File: src/rtl/assert_macros.svh
// Assertion macros shared by the RTL of the dual wheel speed controller.
// Depends on nothing; included by files that carry concurrent assertions.
`ifndef ASSERT_MACROS_SVH
`define ASSERT_MACROS_SVH

// Same-cycle implication, disabled while reset is active.
`define ASSERT_IMPL(label, clk, rstn, ante, cons, msg) \
    label: assert property (@(posedge clk) disable iff (!(rstn)) (ante) |-> (cons)) \
        else $error(msg);

// Next-cycle implication, disabled while reset is active.
`define ASSERT_NEXT(label, clk, rstn, ante, cons, msg) \
    label: assert property (@(posedge clk) disable iff (!(rstn)) (ante) |=> (cons)) \
        else $error(msg);

`endif

File: src/rtl/dwsp_pkg.sv
// Shared types and constants of the dual wheel speed PI controller.
// Depends on nothing; used by dwsp_wheel and dual_wheel_speed_pi.
package dwsp_pkg;

    localparam int GAIN_W   = 16;
    localparam int DUTY_W   = 15;
    localparam int ERR_W    = 14;
    localparam int DRIVE_W  = 16;
    localparam int REG_IDX_W = 2;
    localparam int CFG_DATA_W = 16;

    localparam int ERR_MAX = 8191;

    localparam logic [GAIN_W-1:0] KP_RESET         = 16'd512;
    localparam logic [GAIN_W-1:0] KI_RESET         = 16'd512;
    localparam logic [DUTY_W-1:0] DUTY_LIMIT_RESET = 15'd12800;

    typedef enum logic [REG_IDX_W-1:0] {
        REG_KP         = 2'd0,
        REG_KI         = 2'd1,
        REG_DUTY_LIMIT = 2'd2
    } reg_idx_t;

    typedef struct packed {
        logic [GAIN_W-1:0] kp;
        logic [GAIN_W-1:0] ki;
        logic [DUTY_W-1:0] duty_limit;
    } dwsp_cfg_t;

endpackage

File: src/rtl/dwsp_wheel.sv
// One wheel of the incremental PI controller: error, increment, clamped drive.
// Depends on dwsp_pkg; holds the last error and drive state of its wheel.
module dwsp_wheel #(
    parameter int COUNT_WIDTH = 13
) (
    input  logic                          aclk,
    input  logic                          aresetn,
    input  logic                          update,
    input  dwsp_pkg::dwsp_cfg_t           cfg,
    input  logic signed [COUNT_WIDTH-1:0] target,
    input  logic signed [COUNT_WIDTH:0]   count,
    output logic [dwsp_pkg::DUTY_W-1:0]   fwd_duty,
    output logic [dwsp_pkg::DUTY_W-1:0]   rev_duty
);

    localparam int DIFF_W = COUNT_WIDTH + 2;
    localparam int CMP_W  = (DIFF_W > dwsp_pkg::ERR_W + 1) ? DIFF_W : dwsp_pkg::ERR_W + 1;
    localparam int ERR_W  = dwsp_pkg::ERR_W;
    localparam int DRV_W  = dwsp_pkg::DRIVE_W;
    localparam int PROD_W = 32;
    localparam int SUM_W  = 33;

    localparam logic signed [CMP_W-1:0] ERR_HI = CMP_W'(dwsp_pkg::ERR_MAX);
    localparam logic signed [CMP_W-1:0] ERR_LO = -ERR_HI;

    logic signed [ERR_W-1:0]  last_err_reg;
    logic signed [DRV_W-1:0]  drive_reg;
    logic signed [ERR_W-1:0]  last_err_next;
    logic signed [DRV_W-1:0]  drive_next;

    logic signed [DIFF_W-1:0] diff;
    logic signed [CMP_W-1:0]  diff_ext;
    logic signed [ERR_W:0]    delta;
    logic signed [PROD_W-1:0] p_prod;
    logic signed [PROD_W-1:0] i_prod;
    logic signed [SUM_W-1:0]  d_sum;
    logic signed [SUM_W-1:0]  lim_pos;
    logic signed [SUM_W-1:0]  lim_neg;
    logic signed [SUM_W-1:0]  d_clamp;
    logic signed [DRV_W-1:0]  drive_neg;

    always_comb begin
        diff     = {{2{target[COUNT_WIDTH-1]}}, target} - {count[COUNT_WIDTH], count};
        diff_ext = CMP_W'(diff);
        if (diff_ext > ERR_HI) begin
            last_err_next = ERR_W'(ERR_HI);
        end else if (diff_ext < ERR_LO) begin
            last_err_next = ERR_W'(ERR_LO);
        end else begin
            last_err_next = diff_ext[ERR_W-1:0];
        end

        delta  = {last_err_next[ERR_W-1], last_err_next} - {last_err_reg[ERR_W-1], last_err_reg};
        // Products fit in 31 bits, so a 32-bit signed result is exact.
        p_prod = $signed({{(PROD_W-dwsp_pkg::GAIN_W){1'b0}}, cfg.kp})
               * $signed({{(PROD_W-ERR_W-1){delta[ERR_W]}}, delta});
        i_prod = $signed({{(PROD_W-dwsp_pkg::GAIN_W){1'b0}}, cfg.ki})
               * $signed({{(PROD_W-ERR_W){last_err_next[ERR_W-1]}}, last_err_next});

        d_sum = {p_prod[PROD_W-1], p_prod} + {i_prod[PROD_W-1], i_prod}
              + {{(SUM_W-DRV_W){drive_reg[DRV_W-1]}}, drive_reg};

        lim_pos = {{(SUM_W-dwsp_pkg::DUTY_W){1'b0}}, cfg.duty_limit};
        lim_neg = -lim_pos;
        if (d_sum > lim_pos) begin
            d_clamp = lim_pos;
        end else if (d_sum < lim_neg) begin
            d_clamp = lim_neg;
        end else begin
            d_clamp = d_sum;
        end
        drive_next = d_clamp[DRV_W-1:0];
        drive_neg  = -drive_next;

        // A zero drive takes the reverse branch, which gives zero on both sides.
        if (drive_next > 0) begin
            fwd_duty = drive_next[dwsp_pkg::DUTY_W-1:0];
            rev_duty = '0;
        end else begin
            fwd_duty = '0;
            rev_duty = drive_neg[dwsp_pkg::DUTY_W-1:0];
        end
    end

    always_ff @(posedge aclk) begin
        if (!aresetn) begin
            last_err_reg <= '0;
            drive_reg    <= '0;
        end else if (update) begin
            last_err_reg <= last_err_next;
            drive_reg    <= drive_next;
        end
    end

endmodule

File: src/rtl/dual_wheel_speed_pi.sv
// Top level of the dual wheel incremental PI speed controller.
// Depends on dwsp_pkg, dwsp_wheel and assert_macros.svh.
//
//  Channel   Direction  Ports                         Contents
//  input     slave      s_tvalid s_tready s_tdata     two counts and two targets
//                       s_tuser                       stop flag
//  result    master     m_tvalid m_tready m_tdata     four H-bridge duties
//  config    write      cfg_wr_en cfg_index cfg_wdata kp, ki, duty_limit
//
// An accepted beat waits in the input register for a free result register;
// the wheel logic then writes the result register and the wheel state in the
// same edge. One beat is taken every cycle unless the result stalls; the only
// loop is the per-wheel drive and last-error update, closed by the wheel state.
// A stalled result holds the output register, and the input register still
// takes one more beat behind it. Reset is synchronous and active low; it
// restores the register defaults and clears the wheel state.
`include "assert_macros.svh"

module dual_wheel_speed_pi #(
    parameter int COUNT_WIDTH = 13,
    localparam int S_TDATA_W = ((4 * COUNT_WIDTH + 7) / 8) * 8,
    localparam int M_TDATA_W = ((4 * dwsp_pkg::DUTY_W + 7) / 8) * 8
) (
    input  logic                              aclk,
    input  logic                              aresetn,
    // Input channel.
    input  logic                              s_tvalid,
    output logic                              s_tready,
    // s_tdata from bit 0: left_count, right_count, left_target, right_target.
    input  logic [S_TDATA_W-1:0]              s_tdata,
    // s_tuser: stop.
    input  logic                              s_tuser,
    // Result channel.
    output logic                              m_tvalid,
    input  logic                              m_tready,
    // m_tdata from bit 0: left_forward_duty, left_reverse_duty,
    // right_forward_duty, right_reverse_duty.
    output logic [M_TDATA_W-1:0]              m_tdata,
    // Configuration write port.
    input  logic                              cfg_wr_en,
    input  logic [dwsp_pkg::REG_IDX_W-1:0]    cfg_index,
    input  logic [dwsp_pkg::CFG_DATA_W-1:0]   cfg_wdata
);

    localparam int CW = COUNT_WIDTH;
    localparam int DW = dwsp_pkg::DUTY_W;

    // Configuration registers.
    dwsp_pkg::dwsp_cfg_t cfg_reg;

    always_ff @(posedge aclk) begin
        if (!aresetn) begin
            cfg_reg.kp         <= dwsp_pkg::KP_RESET;
            cfg_reg.ki         <= dwsp_pkg::KI_RESET;
            cfg_reg.duty_limit <= dwsp_pkg::DUTY_LIMIT_RESET;
        end else if (cfg_wr_en) begin
            unique case (dwsp_pkg::reg_idx_t'(cfg_index))
                dwsp_pkg::REG_KP:         cfg_reg.kp <= cfg_wdata;
                dwsp_pkg::REG_KI:         cfg_reg.ki <= cfg_wdata;
                dwsp_pkg::REG_DUTY_LIMIT: cfg_reg.duty_limit <= cfg_wdata[DW-1:0];
                default: ;
            endcase
        end
    end

    // Pipeline control: input register feeds the result register directly.
    logic in_vld_reg;
    logic out_vld_reg;
    logic out_free;
    logic advance;

    logic signed [CW-1:0] lc_reg;
    logic signed [CW-1:0] rc_reg;
    logic signed [CW-1:0] lt_reg;
    logic signed [CW-1:0] rt_reg;
    logic                 stop_reg;

    assign out_free = !out_vld_reg || m_tready;
    assign advance  = in_vld_reg && out_free;
    assign s_tready = !in_vld_reg || out_free;

    always_ff @(posedge aclk) begin
        if (!aresetn) begin
            in_vld_reg <= 1'b0;
        end else if (s_tready) begin
            in_vld_reg <= s_tvalid;
        end
    end

    always_ff @(posedge aclk) begin
        if (s_tready && s_tvalid) begin
            lc_reg   <= s_tdata[CW-1:0];
            rc_reg   <= s_tdata[2*CW-1:CW];
            lt_reg   <= s_tdata[3*CW-1:2*CW];
            rt_reg   <= s_tdata[4*CW-1:3*CW];
            stop_reg <= s_tuser;
        end
    end

    // The right encoder turns the other way, so its count is negated here.
    // The stop flag zeroes both targets.
    logic signed [CW:0]   lc_ext;
    logic signed [CW:0]   rc_neg;
    logic signed [CW-1:0] lt_eff;
    logic signed [CW-1:0] rt_eff;

    assign lc_ext = {lc_reg[CW-1], lc_reg};
    assign rc_neg = -{rc_reg[CW-1], rc_reg};
    assign lt_eff = stop_reg ? '0 : lt_reg;
    assign rt_eff = stop_reg ? '0 : rt_reg;

    logic [DW-1:0] l_fwd;
    logic [DW-1:0] l_rev;
    logic [DW-1:0] r_fwd;
    logic [DW-1:0] r_rev;

    dwsp_wheel #(.COUNT_WIDTH(COUNT_WIDTH)) u_left (
        .aclk     (aclk),
        .aresetn  (aresetn),
        .update   (advance),
        .cfg      (cfg_reg),
        .target   (lt_eff),
        .count    (lc_ext),
        .fwd_duty (l_fwd),
        .rev_duty (l_rev)
    );

    dwsp_wheel #(.COUNT_WIDTH(COUNT_WIDTH)) u_right (
        .aclk     (aclk),
        .aresetn  (aresetn),
        .update   (advance),
        .cfg      (cfg_reg),
        .target   (rt_eff),
        .count    (rc_neg),
        .fwd_duty (r_fwd),
        .rev_duty (r_rev)
    );

    // Result register.
    logic [DW-1:0] l_fwd_reg;
    logic [DW-1:0] l_rev_reg;
    logic [DW-1:0] r_fwd_reg;
    logic [DW-1:0] r_rev_reg;

    always_ff @(posedge aclk) begin
        if (!aresetn) begin
            out_vld_reg <= 1'b0;
        end else if (out_free) begin
            out_vld_reg <= in_vld_reg;
        end
    end

    always_ff @(posedge aclk) begin
        if (advance) begin
            l_fwd_reg <= l_fwd;
            l_rev_reg <= l_rev;
            r_fwd_reg <= r_fwd;
            r_rev_reg <= r_rev;
        end
    end

    assign m_tvalid = out_vld_reg;
    assign m_tdata  = {{(M_TDATA_W - 4 * DW){1'b0}}, r_rev_reg, r_fwd_reg, l_rev_reg, l_fwd_reg};

    // A held input beat moves into a free result register on the next edge.
    `ASSERT_NEXT(a_adv_fills_out, aclk, aresetn, advance, out_vld_reg, "result beat lost")
    // The input side only stalls behind a full, stalled result register.
    `ASSERT_IMPL(a_stall_cause, aclk, aresetn, !s_tready,
                 in_vld_reg && out_vld_reg && !m_tready, "input stalled without cause")
    // A wheel never drives forward and reverse at once.
    `ASSERT_IMPL(a_hbridge_excl, aclk, aresetn, out_vld_reg,
                 (l_fwd_reg == '0 || l_rev_reg == '0) && (r_fwd_reg == '0 || r_rev_reg == '0),
                 "both H-bridge sides active")

endmodule
File: config.mk
export PLATFORM = sky130hd
export DESIGN_NAME = dual_wheel_speed_pi
export DESIGN_NICKNAME = d
export VERILOG_FILES = /design/src/rtl/dwsp_pkg.sv /design/src/rtl/dwsp_wheel.sv /design/src/rtl/dual_wheel_speed_pi.sv
export VERILOG_INCLUDE_DIRS = /design/src /design/src/rtl
export SDC_FILE = /design/constraint.sdc
export NUM_CORES = 2
export LEC_CHECK = 0
export CORE_AREA = 8 8 234 460
export CTS_CLUSTER_DIAMETER = 30
export DETAILED_ROUTE_END_ITERATION = 10
export DIE_AREA = 0 0 242 468
export DONT_BUFFER_PORTS = 1
export SLEW_MARGIN = 20
export SYNTH_ARGS = -nofsm -noshare
export SYNTH_HDL_FRONTEND = slang
export SYNTH_SLANG_ARGS = --single-unit
File: constraint.sdc
create_clock -name aclk -period 20 [get_ports aclk]
set_input_delay 2 -clock aclk [delete_from_list [all_inputs] [get_ports aclk]]
set_output_delay 2 -clock aclk [all_outputs]
set_load 0.02 [all_outputs]
---- Yosys cells after proc, flatten, opt, wreduce, memory -nomap -nowiden ----
Cells that the tools add are included.
word-level totals
  bits of input ports ..................... 80
  logic and storage cells ................. 66
  register bits after elaboration ......... 222
operators by class
  multiply operators ...................... 4
  muxes and demuxes ....................... 10
  order comparisons ....................... 10
  reduce and logical (&&, ||, !) cells .... 10
  add/subtract/negate cells ............... 12
  equality and inequality tests ........... 2
operators with widths
  operator                                                                           number
  32-bit by 31-bit adder with 33-bit output                                          2
  33-bit adder                                                                       2
  33-bit by 16-bit greater-than comparator with 1-bit output                         2
  33-bit less-than comparator                                                        2
  17-bit by 15-bit multiplier with 32-bit output                                     2
  16-bit two-way mux                                                                 4
  17-bit by 14-bit multiplier with 31-bit output                                     2
  14-bit two-way mux                                                                 4
  15-bit negator with 33-bit output                                                  1
  16-bit by 1-bit greater-than comparator with 1-bit output, second input constant   2
  15-bit by 14-bit greater-than comparator with 1-bit output, second input constant  2
  15-bit by 14-bit less-than comparator with 1-bit output, second input constant     2
  15-bit negator                                                                     2
  14-bit by 14-bit subtractor with 15-bit output                                     2
  13-bit two-way mux                                                                 2
  13-bit by 14-bit subtractor with 15-bit output                                     1
  14-bit negator                                                                     1
  13-bit by 13-bit subtractor with 14-bit output                                     1
  2-bit AND reduction                                                                3
  2-bit by 1-bit equality test with 1-bit output, second input constant              1
  2-bit equality test, second input constant                                         1
  1-bit logical AND                                                                  2
  1-bit zero test                                                                    2
  2-bit zero test                                                                    1
  1-bit logical OR                                                                   2

---- Logic depth before layout (Yosys ltp) ----
  depth in word-level cells ............... 13
  gate-level depth with buffers ........... 81
  mapped depth without buffers ............ 73

---- Cells and area by module ----
From an unflattened synthesis, not the netlist that was laid out.
second synthesis, totals
  cell total of the unflattened synthesis .. 5676
  area, all modules ....................... 50417.1 sq um
by module, submodules not included
  module                 times used  area an instance (sq um)  cells an instance
  dwsp_wheel at u_left   1           22372.7                   2654
  dwsp_wheel at u_right  1           22330.2                   2625
  dual_wheel_speed_pi    1           5714.2                    397

---- Least setup slack after synthesis ----
No wires, ideal clock.
  path kind ............................... flip-flop to flip-flop
  start point ............................. register stop_reg
  end point ............................... register l_fwd_reg[8], data pin
  required time ........................... 19.730 ns
  cell stages (with the launch flop) ...... 77
  setup slack ............................. 2.730 ns
  setup time .............................. 0.270 ns
  buffers on the path ..................... 9
  arrival ................................. 17.000 ns
  path through ............................ edfxtp_1 -> clkbuf_1 -> nand2b_1 -> ha_1 -> inv_1 -> fa_1 -> a21o_1 -> a21oi_1 -> o21ai_0 -> a21oi_1 -> o21ai_0 -> a21oi_1 -> o21ai_0 -> a21oi_1 -> xor2_1 -> o21ai_0 -> or3_1 -> o21bai_1 -> (+41 left out) -> a21oi_1 -> o21ai_0 -> a21oi_1 -> mux2i_1 -> a21oi_1 -> clkbuf_1 -> buf_1 -> clkbuf_1 -> nor3_1 -> a21oi_1 -> ha_1 -> nand3_1 -> nor2_1 -> nor4b_1 -> o22ai_1 -> o21ai_0 -> buf_2 -> nor2_1
between the ends
  cells in the longest elaborated chain, start to end .. 13
RTL lines
  element                                                    line                        source
  start: declaration                                         dual_wheel_speed_pi.sv:76   logic stop_reg;
  start signal: assignment                                   dual_wheel_speed_pi.sv:96   stop_reg <= s_tuser;
  13-bit two-way mux *                                       dual_wheel_speed_pi.sv:109  assign lt_eff = stop_reg ? '0 : lt_reg;
  13-bit by 13-bit subtractor with 14-bit output *           dwsp_wheel.sv:43            diff = {{2{target[COUNT_WIDTH-1]}}, target} - {count[COUNT_WIDTH], count};
  15-bit by 14-bit less-than comparator with 1-bit output    dwsp_wheel.sv:47            end else if (diff_ext < ERR_LO) begin
  14-bit two-way mux                                         dwsp_wheel.sv:47
  14-bit two-way mux *                                       dwsp_wheel.sv:45            if (diff_ext > ERR_HI) begin
  via u_left.last_err_next[2]                                dwsp_wheel.sv:28            logic signed [ERR_W-1:0] last_err_next;
  14-bit by 14-bit subtractor with 15-bit output             dwsp_wheel.sv:53            delta = {last_err_next[ERR_W-1], last_err_next} - {last_err_reg[ERR_W-1], last_err_reg};
  17-bit by 15-bit multiplier with 32-bit output             dwsp_wheel.sv:56            * $signed({{(PROD_W-ERR_W-1){delta[ERR_W]}}, delta});
  32-bit by 31-bit adder with 33-bit output *                dwsp_wheel.sv:60            d_sum = {p_prod[PROD_W-1], p_prod} + {i_prod[PROD_W-1], i_prod}
  33-bit adder *                                             dwsp_wheel.sv:61            + {{(SUM_W-DRV_W){drive_reg[DRV_W-1]}}, drive_reg};
  33-bit less-than comparator                                dwsp_wheel.sv:67            end else if (d_sum < lim_neg) begin
  16-bit two-way mux                                         dwsp_wheel.sv:67
  16-bit two-way mux *                                       dwsp_wheel.sv:65            if (d_sum > lim_pos) begin
  16-bit by 1-bit greater-than comparator with 1-bit output  dwsp_wheel.sv:76            if (drive_next > 0) begin
  end signal: assignment                                     dual_wheel_speed_pi.sv:155  l_fwd_reg <= l_fwd;
  end: declaration                                           dual_wheel_speed_pi.sv:140  logic [DW-1:0] l_fwd_reg;
The timed path passes the listed nets; every way through them passes the cells marked *.
A chain may end at the register's enable or synchronous reset.

---- Final worst setup path ----
  start point ............................. register rc_reg[0]
  end point ............................... register r_rev_reg[4], data pin
between the ends
  cells in the longest elaborated chain, start to end .. 13
RTL lines
  element                                                                                      line                                source
  start: declaration                                                                           dual_wheel_speed_pi.sv:73           logic signed [CW-1:0] rc_reg;
  start signal: assignment                                                                     dual_wheel_speed_pi.sv:93           rc_reg <= s_tdata[2*CW-1:CW];
  14-bit negator *                                                                             dual_wheel_speed_pi.sv:108          assign rc_neg = -{rc_reg[CW-1], rc_reg};
  13-bit by 14-bit subtractor with 15-bit output *                                             dwsp_wheel.sv:43
  15-bit by 14-bit less-than comparator with 1-bit output                                      dwsp_wheel.sv:47
  14-bit two-way mux                                                                           dwsp_wheel.sv:47
  14-bit two-way mux *                                                                         dwsp_wheel.sv:45
  14-bit by 14-bit subtractor with 15-bit output                                               dwsp_wheel.sv:53
  17-bit by 15-bit multiplier with 32-bit output                                               dwsp_wheel.sv:56
  32-bit by 31-bit adder with 33-bit output *                                                  dwsp_wheel.sv:60
  33-bit adder *                                                                               dwsp_wheel.sv:61
  33-bit less-than comparator                                                                  dwsp_wheel.sv:67
  16-bit two-way mux                                                                           dwsp_wheel.sv:67
  16-bit two-way mux *                                                                         dwsp_wheel.sv:65
  15-bit negator or 16-bit by 1-bit greater-than comparator with 1-bit output (tied branches)  dwsp_wheel.sv:73, dwsp_wheel.sv:76
  end signal: assignment                                                                       dual_wheel_speed_pi.sv:158          r_rev_reg <= r_rev;
  end: declaration                                                                             dual_wheel_speed_pi.sv:143          logic [DW-1:0] r_rev_reg;
Mark *: on every way between the ends. The rest lies on a longest branch, timed or not.

==> results.yml <==
synthesis:
  synth_top_family_by_area: "adder cells"
  syn_area_per_cell_sq_um: 8.757
  synth-warning-count: 0
  post-synth-top-area-cell: "fa_1"
  syn_area_sq_mm: 0.05024
  async_flop_share_pct: 0
  synth_top_area_share_pct: 35.14
  synth.distinct_cells: 97
  ys_ff_latch: 222
  synthXorXnorAreaFrac_pct: 2.040
  synthTopCellsByArea: "fa_1 (35%), ha_1 (13%), inv_1 (9.4%)"
  synth_cells: 5737
  ys.flop_type: "edfxtp_1"
  yosysSeqAreaShare_pct: 11.10
  synth_edf_count: 113
  muxShareOfSynthArea_pct: 0.8442
  synth-simple-area-share_pct: 16.09
  synth_compound_area_share_pct: 9.785
  yosys.area_share.adder_pct: 48.51
routing:
  drt_wl_total_microns: 158100
  dr.first_iter.drc_count: 2060
  routedWlPerCell_microns: 22.53
  vias_per_cell: 5.616
  ant_nets: 0
  vias: 39410
  first_pass_iters: 6
  drc_errors: 0
worst_setup_path:
  ff2ff_path_depth: 61
  cp-start-kind: "flop"
  cpPeakStageDelay_ns: 0.71
  cpMaxStageDelayCell: "a2111oi_0"
  crit_top_cell: "fa_1"
  crit_type: "flop to flop"
  required_ns: 20.46
  worstPathMaxFanout: 17
  endpoint_kind: "flop"
  arrival_ns: 19.31
place:
  hpwl_microns: 125700
  place_area_sq_mm: 0.05183
  port_buffers: 0
  gp_congestion: 0.9167
  dp_slack_ns: 1.060
global_routing:
  antenna_found_initial: 3
  grt_overflow_total: 0
  gr-usage-all-layers_pct: 28.32
  grt_pass1_vias: 43200
  grt_max_degree: 111
  grt_pass1_wl_microns: 248700
clocking:
  clkSinkCount: 222
  cts-root-buf: "clkbuf_16"
  cts_made_buffers: 48
  clk_pin_slew_ns: 0.06
  cts_max_level: 2
  cts_tree: "done"
  clock_latency_ns: 0.65
  clock_path_buffers: 3
timing:
  rsz0062_at_grt: "false"
  drv_slew: 0
  hold_viol: 0
  setup_tns_ns: 0
  clock_skew_ns: 0.06266
  slew_headroom_pct: 23.76
  min_period_ns: 18.85
  tightest_slew_ns: 1.144
  worst_slack_ns: 1.147
  fin_crit_sh_pct: 94.26
  setup_viol: 0
  fmax_mhz: 53.04
min_path:
  hp-class: "flop to flop"
  whs_path_depth: 2
final_layout:
  fin_util_pct: 52.68
  multi_input_area_sq_mm: 0.03900
  final_area_sq_mm: 0.05362
  nNetsFinal: 7124
  drive_above_1_share_pct: 5.607
  layout_commonest_cell: "inv_1"
  synthToLayoutAreaGrowth_pct: 6.719
  largest_register_ffs: 47
  seq_area_sq_mm: 0.005582
  final_cell_mix: "inv_1 (1264), fa_1 (882), nand2_1 (756)"
  fillers: 9506
die:
  num_io_pins: 146
  die-width_microns: 242
  die_y_microns: 468
  rows: 166
  dieArea_sq_mm: 0.1133
  coreArea_sq_mm: 0.1018
  start_util_pct: 49.37
outcome:
  status: "finished clean"
flow_run:
  maxCapViolations: 0
==> per-layer routing <==
metal	track usage [%]	vias up	part of all wire [%]
li1	-	17600	-
met2	52.72	1201	53
met5	0	-	0
met4	14.35	0	5.7
met3	3.086	434	4.7
met1	31.69	20180	36
==> worst paths after layout <==
| check | startpoint | to | slack [ns] |
|---|---|---|---|
| worst min-delay path | u_left.last_err_reg[7] | u_left.last_err_reg[7] | 0.47 |
| worst min register to register | u_left.last_err_reg[7] | u_left.last_err_reg[7] | 0.47 |
| worst max register to register | rc_reg[0] | r_rev_reg[4] | 1.15 |
| worst max-delay path | rc_reg[0] | r_rev_reg[4] | 1.15 |
==> critical path: cells and delay by family, from the launching register on <==
kind	cells	cell delay [ns]
XOR/XNOR	1	0.17
adder cells (fa/ha/maj)	13	5.67
buffers and inverters	8	1.04
AO/OA/AOI/OAI	31	9.48
multiplexers	1	0.38
flip-flops	1	0.37
AND/OR/NAND/NOR	7	1.57
==> metrics by stage <==
| stage | hold slack [ns] | std cells |
|---|---|---|
| final | 0.4663 | 7017 |
| after global routing | 0.4887 | 7016 |
| after CTS | 0.4691 | 7013 |
| after detailed placement | 0.4608 | 6923 |
| after global placement | 0.4513 | 6923 |
| after floorplan | 0.4435 | 5740 |
==> layout make-up <==
class	count	share of cell area (%)
Timing Repair Buffer	113	1.620
Clock inverter	36	0.9428
Sequential cell	222	10.41
Multi-Input combinational cell	3980	72.73
Antenna cell	2	0.009334
Clock buffer	54	2.282
Tap cell	1344	3.136
Inverter	1266	8.868
==> repair_timing <==
| action | CTS | global route |
|---|---|---|
| gates resized for setup | 0 | 4 |
| setup endpoints to repair | 0 | 40 |
| buffers inserted | 0 | 1 |
| hold buffers | 0 | 0 |
==> synthesized netlist by cell type (all sizes together) (46+ instances only) <==
cell / n
a21boi: 98
nand2b: 46
fa: 882
nand3: 64
edfxtp: 113
a21o: 59
o21ai: 149
a21oi: 164
and2: 341
nor2b: 48
nand2: 756
ha: 531
nor3: 55
inv: 1264
clkbuf: 243
nor2: 197
dfxtp: 109
xnor2: 84
==> cell families after synthesis <==
| family | after synthesis |
|---|---|
| compound gates | 721 |
| xor+xnor | 117 |
| fa+ha+maj | 1420 |
| buf+inv | 1538 |
| flops | 222 |
| mux | 41 |
| other cells | 1 |
| simple gates | 1677 |
Power is not shown: default switching activity piles up to over one toggle a cycle in this logic, so the estimate is an artifact.
